**src/hw/rtl/vector_turtle_perspective_engine_assert.svh**
```systemverilog
// Assertion macros used by the vector turtle engine top level.
`ifndef VECTOR_TURTLE_PERSPECTIVE_ENGINE_ASSERT_SVH
`define VECTOR_TURTLE_PERSPECTIVE_ENGINE_ASSERT_SVH

// Same-cycle implication, sampled on clk_i, off during reset.
`define VTPE_ASSERT_IMP(lbl, ante, cons, msg) \
  lbl: assert property (@(posedge clk_i) disable iff (!rst_ni) (ante) |-> (cons)) \
    else $error(msg);

// Next-cycle implication, sampled on clk_i, off during reset.
`define VTPE_ASSERT_NXT(lbl, ante, cons, msg) \
  lbl: assert property (@(posedge clk_i) disable iff (!rst_ni) (ante) |=> (cons)) \
    else $error(msg);

`endif

```
**src/hw/rtl/vtpe_pkg.sv**
```systemverilog
// Shared types, constants and sizes of the vector turtle engine.
`default_nettype none
package vtpe_pkg;

  localparam int STACK_DEPTH = 127;
  localparam int LVL_W       = $clog2(STACK_DEPTH + 1);
  localparam int ADDR_W      = (STACK_DEPTH > 1) ? $clog2(STACK_DEPTH) : 1;

  localparam int ORI_W = 18;
  localparam int POS_W = 32;
  localparam int SCR_W = 16;
  localparam int ROW_W = 9 * ORI_W + 3 * POS_W + 2 * SCR_W;

  localparam int IN_W  = 136;
  localparam int OUT_W = 64;
  localparam int CFG_W = 16;

  // Sequencer step indices
  localparam int CNT_W = 5;
  localparam logic [CNT_W-1:0] ROT_LAST  = 5'd23;
  localparam logic [CNT_W-1:0] XLT_LAST  = 5'd17;
  localparam logic [CNT_W-1:0] PROJ_MUL  = 5'd0;
  localparam logic [CNT_W-1:0] PROJ_LOAD = 5'd1;
  localparam logic [CNT_W-1:0] PROJ_LAST = 5'd18;

  typedef enum logic [3:0] {
    K_ROTX    = 4'd0,
    K_ROTY    = 4'd1,
    K_ROTZ    = 4'd2,
    K_MOVE_BY = 4'd3,
    K_MOVE_TO = 4'd4,
    K_DRAW_BY = 4'd5,
    K_DRAW_TO = 4'd6,
    K_PUSH    = 4'd7,
    K_POP     = 4'd8,
    K_RESET   = 4'd9
  } kind_e;

  typedef enum logic [1:0] {
    R_EYE_DEPTH    = 2'd0,
    R_SCREEN_DEPTH = 2'd1,
    R_ORIGIN_X     = 2'd2,
    R_ORIGIN_Y     = 2'd3
  } reg_e;

  typedef enum logic [3:0] {
    S_IDLE, S_ROT, S_XLT, S_PROJ, S_EMIT, S_PUSH, S_POP_RD, S_POP_LD, S_IDENT
  } state_e;

  typedef enum logic [3:0] {
    OP_NONE, OP_ROT, OP_XLT, OP_PROJ, OP_EMIT, OP_PUSH, OP_POP_RD, OP_POP_LD, OP_IDENT
  } op_e;

  typedef struct packed {
    logic             take;
    op_e              op;
    logic [3:0]       kind;
    logic [CNT_W-1:0] cnt;
    logic             axis;
  } cmd_t;

  typedef struct packed {
    logic full;
    logic empty;
    logic out_busy;
  } stat_t;

  function automatic logic is_draw(logic [3:0] k);
    return (k == K_DRAW_BY) || (k == K_DRAW_TO);
  endfunction

endpackage
`default_nettype wire

```
**src/hw/rtl/vtpe_ctrl.sv**
```systemverilog
// Command sequencer of the vector turtle engine.
`default_nettype none
module vtpe_ctrl (
  input  wire logic          clk_i,
  input  wire logic          rst_ni,
  input  wire logic          in_valid_i,
  input  wire logic [3:0]    in_kind_i,
  output logic               in_ready_o,
  input  vtpe_pkg::stat_t    stat_i,
  output vtpe_pkg::cmd_t     cmd_o
);
  import vtpe_pkg::*;

  state_e           state_q, state_d;
  logic [CNT_W-1:0] cnt_q, cnt_d;
  logic             axis_q, axis_d;
  logic [3:0]       kind_q, kind_d;

  // Hold state, step, axis and latched kind
  always_ff @(posedge clk_i or negedge rst_ni) begin
    if (!rst_ni) begin
      state_q <= S_IDLE;
      cnt_q   <= '0;
      axis_q  <= 1'b0;
      kind_q  <= '0;
    end else begin
      state_q <= state_d;
      cnt_q   <= cnt_d;
      axis_q  <= axis_d;
      kind_q  <= kind_d;
    end
  end

  // Decode commands and advance the sequence
  always_comb begin
    state_d     = state_q;
    cnt_d       = cnt_q;
    axis_d      = axis_q;
    kind_d      = kind_q;
    in_ready_o  = 1'b0;
    cmd_o.take  = 1'b0;
    cmd_o.op    = OP_NONE;
    cmd_o.kind  = kind_q;
    cmd_o.cnt   = cnt_q;
    cmd_o.axis  = axis_q;
    case (state_q)
      S_IDLE: begin
        in_ready_o = 1'b1;
        cnt_d      = '0;
        axis_d     = 1'b0;
        if (in_valid_i) begin
          cmd_o.take = 1'b1;
          kind_d     = in_kind_i;
          case (in_kind_i)
            K_ROTX, K_ROTY, K_ROTZ:                    state_d = S_ROT;
            K_MOVE_BY, K_MOVE_TO, K_DRAW_BY, K_DRAW_TO: state_d = S_XLT;
            K_PUSH:  state_d = stat_i.full  ? S_IDLE : S_PUSH;
            K_POP:   state_d = stat_i.empty ? S_IDLE : S_POP_RD;
            K_RESET: state_d = S_IDENT;
            default: state_d = S_IDLE;
          endcase
        end
      end
      S_ROT: begin
        cmd_o.op = OP_ROT;
        cnt_d    = cnt_q + 1'b1;
        if (cnt_q == ROT_LAST) state_d = S_IDLE;
      end
      S_XLT: begin
        cmd_o.op = OP_XLT;
        cnt_d    = cnt_q + 1'b1;
        if (cnt_q == XLT_LAST) begin
          state_d = S_PROJ;
          cnt_d   = '0;
        end
      end
      S_PROJ: begin
        cmd_o.op = OP_PROJ;
        cnt_d    = cnt_q + 1'b1;
        if (cnt_q == PROJ_LAST) begin
          cnt_d = '0;
          if (axis_q) state_d = S_EMIT;
          else        axis_d  = 1'b1;
        end
      end
      S_EMIT: begin
        // wait while a draw result would overwrite one not yet taken
        if (!(is_draw(kind_q) && stat_i.out_busy)) begin
          cmd_o.op = OP_EMIT;
          state_d  = S_IDLE;
        end
      end
      S_PUSH: begin
        cmd_o.op = OP_PUSH;
        state_d  = S_IDLE;
      end
      S_POP_RD: begin
        cmd_o.op = OP_POP_RD;
        state_d  = S_POP_LD;
      end
      S_POP_LD: begin
        cmd_o.op = OP_POP_LD;
        state_d  = S_IDLE;
      end
      S_IDENT: begin
        cmd_o.op = OP_IDENT;
        state_d  = S_IDLE;
      end
      default: state_d = S_IDLE;
    endcase
  end

endmodule
`default_nettype wire

```
**config.mk**
```make
export PLATFORM = sky130hd
export DESIGN_NAME = vtpe_ctrl
export DESIGN_NICKNAME = d
export VERILOG_FILES = /design/src/hw/rtl/vector_turtle_perspective_engine_assert.svh /design/src/hw/rtl/vtpe_pkg.sv /design/src/hw/rtl/vtpe_ctrl.sv
export SDC_FILE = /design/constraint.sdc
export NUM_CORES = 1
export LEC_CHECK = 0
export BUFFER_PORTS_ARGS = -buffer_cell sky130_fd_sc_hd__buf_2
export CAP_MARGIN = 30
export CORE_ASPECT_RATIO = 0.75
export CORE_MARGIN = 2
export CORE_UTILIZATION = 55
export CTS_BUF_LIST = sky130_fd_sc_hd__clkbuf_8 sky130_fd_sc_hd__clkbuf_16
export CTS_CLUSTER_SIZE = 20
export DETAILED_ROUTE_END_ITERATION = 6
export GPL_ROUTABILITY_DRIVEN = 0
export PLACE_DENSITY = 0.83
export SETUP_SLACK_MARGIN = 0.4
export SYNTH_ARGS = -nofsm -noshare
export SYNTH_HDL_FRONTEND = slang
export SYNTH_SLANG_ARGS = --single-unit
```
**constraint.sdc**
```tcl
create_clock -name clk_i -period 3.25 [get_ports clk_i]
set_input_delay 0.65 -clock clk_i [delete_from_list [all_inputs] [get_ports clk_i]]
set_output_delay 0.65 -clock clk_i [all_outputs]
set_load 0.02 [all_outputs]
```
; ---- Word level (Yosys, flattened, before mapping)
; Index checks and enable logic that the tools add are counted.
[word_totals]
regBits = 14
latch_bits = 0
mem_bits_rw = 0
mem_bits_ro = 0
elab_cells = 64
n_memories = 0
[op_classes]
addsub = 1
multipliers = 0
div = 0
magnitude_cmp = 0
n_eq_ne = 28
shifts = 0
mux = 20
bitwise_logic = 0
n_reduce_logical = 11
[op_table]
columns = operator, n
row1 = "== test 4 x 3 -> 1 bit, second input constant", 10
row2 = case mux 4 bit (8 select lines), 1
row3 = 2-to-1 mux 4 bit, 6
row4 = case mux 4 bit (6 select lines), 1
row5 = case mux 4 bit (5 select lines), 1
row6 = case mux 5 bit (4 select lines), 1
row7 = "== test 4 x 2 -> 1 bit, second input constant", 4
row8 = "== test 5 bit, second input constant", 3
row9 = "== test 4 bit, second input constant", 3
row10 = "inequality test 2 bit, second input constant", 6
row11 = 2-to-1 mux 5 bit, 2
row12 = 2-to-1 mux 3 bit, 3
row13 = "== test 4 x 1 -> 1 bit, second input constant", 2
row14 = logical NOT 4 bit, 2
row15 = AND reduction 6 bit, 1
row16 = "adder 5 x 1 -> 5 bit, second input constant", 1
row17 = 2-to-1 mux 1 bit, 4
row18 = AND reduction 2 bit, 2
row19 = nonzero test 4 bit, 1
row20 = OR reduction 4 bit, 1
row21 = OR reduction 3 bit, 1
row22 = case mux 1 bit (2 select lines), 1
row23 = nonzero test 2 bit, 1
row24 = logical AND 1 bit, 1
row25 = logical OR 1 bit, 1

; ---- Longest topological paths before layout
[depth]
depth_word = 5
depth_mapped = 7
mapped_depth_nobuf = 7

; ---- Worst setup path before layout
; OpenSTA, ideal clock, no wires.
[synth_timing]
path_type = flip-flop to output port
startpoint = reg state_q[3]
endpoint = out cmd_o[14] in the netlist's numbering
arrival_ps = 1362
setup_slack_ps = 1238
stages_incl_launch_ff = 6
path_buffers = 0
path_cell_list = dfrtp_1 -> inv_1 -> nand2_2 -> nor3_2 -> nand2_1 -> inv_1
[synth_lines]
columns = element, line
row1 = from (decl), vtpe_ctrl.sv:14  ; state_e state_q, state_d;
row2 = from (signal assigned), vtpe_ctrl.sv:27  ; state_q <= state_d;
row3 = to (decl), vtpe_ctrl.sv:10  ; output vtpe_pkg::cmd_t cmd_o

==> results_dict.tcl <==
set metrics [dict create \
    critPathCaptureType "output port" \
    synth_area_um2 951 \
    ctsResizeCount 0 \
    finalHoldViolations 0 \
    finalSetupViolations 0 \
    start_kind "flop" \
    yosysWarnings 0 \
    relSlewSlack_pct 73.4 \
    syn_area_per_cell_um2 9.41 \
    numCtsBuffers 3 \
    via_per_inst 5.85 \
    min_period_over_period_pct 68.6 \
    core_area_mm2 0.00155 \
    start_util_pct 61.5 \
    routed-via-count 866 \
    synth_nets 114 \
    drc 0 \
    numPortBuffers 25 \
    yosysTopAreaCell "dfrtp_1" \
    synth_edf_count 0 \
    dp_hpwl_um 1610 \
    dpl-instance-area_mm2 0.00108 \
    synthTopCellsByCount "dfrtp_1 (14), o21ai_0 (9), inv_1 (7), nor2_1 (7)" \
    cts_buffer_depth 2 \
    ys.flop_type "dfrtp_1" \
    crit_slowest_cell "dfrtp_1" \
    synthMostInstantiatedCell "dfrtp_1" \
    drt-total-wl_um 2110 \
    tightest_slew_ps 398 \
    seq_area_frac_synth_pct 36.8 \
    crit_path_cell_trace "nor4b_2 -> nand3_1 -> and3_1 -> buf_2" \
    die_area_mm2 0.00208 \
    finalClockSkew_ps 5.33 \
    synth_top_area_share_pct 36.8 \
    tritoncts "built" \
    top_level_ports 26 \
    root_buffer "clkbuf_8" \
    rsz0062_at_grt "false" \
    criticalPathCategory "flop to output port" \
    synth.distinct_cells 37 \
    period_needed_ps 2230 \
    cts_setup_buffers 0 \
    leakage_nw 0.555 \
    cp_slowest_stage_delay_ps 520 \
    insertion_delay_ps 250 \
    n_antenna_cell 0 \
    status "complete, no violations" \
    rows 12 \
    critPathMaxFanout 12 \
    cap_viol_max_count 0 \
    first_iter_violations 19 \
    ant_nets 0 \
    slew_viol_final 0 \
    fmax_mhz 448 \
    synthToLayoutAreaGrowth_pct 18.9 \
    drive_above_1_share_pct 32.3 \
    die_width_um 52.0 \
    required_ps 2600 \
    htreeDepth 1 \
    grt_max_degree 15 \
    hp-class "input pin to async pin" \
    track_usage_pct 24.9 \
    worst_ep_arrival_time_ps 1580 \
    postSynth.asyncResetShare_pct 100 \
    antenna_found_initial 0 \
    hold_buffers 0 \
    synth_cells 101 \
    powerDensity_mw_per_mm2 835 \
    synth_area_leaders "dfrtp_1 (37%), o21ai_0 (4.7%), mux2_2 (4.7%)" \
    vdd_drop_max_mv 0.584 \
    grt_pass1_vias 780 \
    fp.dieH_um 40.0 \
    crit_family "simple AND/OR/NAND/NOR gates" \
    drt-wirelength-per-cell_um 14.2 \
    first_pass_iters 4 \
    fin_area_mm2 0.00113 \
    tns_ps 0 \
    grt_overflow 0 \
    grt_pass1_wl_um 3480 \
    nNetsFinal 141 \
    yosys_register_bits 14 \
    clkSlewWorstSetupHoldPaths_ps 60 \
    clock_sinks 14 \
    crit_buf_inv 1 \
]
[path summary, 6_finish.rpt]
path / startpoint / endpoint / slack, ps / cells after the start
min: rst_ni / axis_q / 280 / 1
max reg2reg: cnt_q[0] / state_q[2] / 1460 / 7
min reg2reg: kind_q[2] / kind_q[2] / 530 / 1
max: state_q[1] / cmd_o[12] / 1020 / 4
max in group asynchronous: rst_ni / cnt_q[0] / 2730 / 1
min in group clk_i: kind_q[2] / kind_q[2] / 530 / 1
[cells in the final DEF, fill, tap and decap left out]
master,synthesis,final
a32oi_1,1,1
a21oi_2,1,1
mux2i_1,3,3
o2bb2ai_1,2,2
mux2_4,1,1
inv_2,1,1
nand3b_1,2,2
nand2b_1,5,5
o31ai_1,1,1
o22ai_2,1,1
a21oi_1,3,3
nor4b_2,1,1
a31oi_1,1,1
and3_1,5,5
and2_1,2,2
inv_1,7,7
o21ai_0,9,9
dfrtp_1,14,14
xor2_1,2,2
or4b_4,1,1
nand4b_1,1,1
nor3_1,3,3
a21o_1,1,1
nand3_1,3,3
o22ai_1,1,1
nand4bb_1,2,2
o31a_1,1,1
buf_2,0,25
mux2_2,4,4
nand2_1,5,5
nor3_2,1,1
nand2_2,1,1
o21ai_1,1,1
nor2_1,7,7
o311ai_1,1,1
ha_1,3,3
clkbuf_8,0,4
[stage by stage]
| step | power [mW] | worst slack (ps) | instances | hold slack, ps | util [%] |
|---|---|---|---|---|---|
| 6_report | 0.944 | 1020 | 148 | 278 | 73.1 |
| 5_1_grt | 1.01 | 862 | 148 | 303 | 73.1 |
| 4_1_cts | 0.949 | 1010 | 148 | 287 | 73.1 |
| 3_5_place_dp | 0.774 | 1290 | 144 | 532 | 69.6 |
| 3_3_place_gp | 0.763 | 1300 | 144 | 535 | 69.6 |
| 2_1_floorplan | 0.650 | 1240 | 101 | 354 | - |
[metal layers]
layer,global-route usage [%],routed length (um),vias to the layer above
li1,-,-,420
met1,31.5,998,403
met2,36.4,886,37
met3,9.33,167,6
met4,15.8,53,0
met5,0,0,-
[registers in the layout, indices dropped and copies added (netlist names)]
signal	count
cnt_q	5
kind_q	4
state_q	4
axis_q	1
[power breakdown]
group,switching (mW),total (mW),internal [mW]
Sequential,0.0830,0.311,0.228
Combinational,0.274,0.465,0.192
Clock,0.0607,0.168,0.107
Total,0.417,0.944,0.527
[area by class of cell]
class	instances	area, um2
Clock buffer	4	55.1
Fill cell	108	415
Inverter	8	30.0
Multi-Input combinational cell	76	544
Sequential cell	14	350
Tap cell	21	26.3
Timing Repair Buffer	25	125
[cells by family after synthesis]
| kind of cell | count (synthesis) | share of synthesized area (%) |
|---|---|---|
| xor gates and xnor gates | 2 | 1.84 |
| DFF | 14 | 36.8 |
| AOI/OAI and AO/OA | 24 | 16.6 |
| buffers and inverters | 11 | 5.92 |
| and+or+nand+nor | 39 | 25.4 |
| adders and majority gates | 3 | 3.95 |
| muxes | 8 | 9.47 |
No activity file was read; power rests on OpenSTA's default activity.
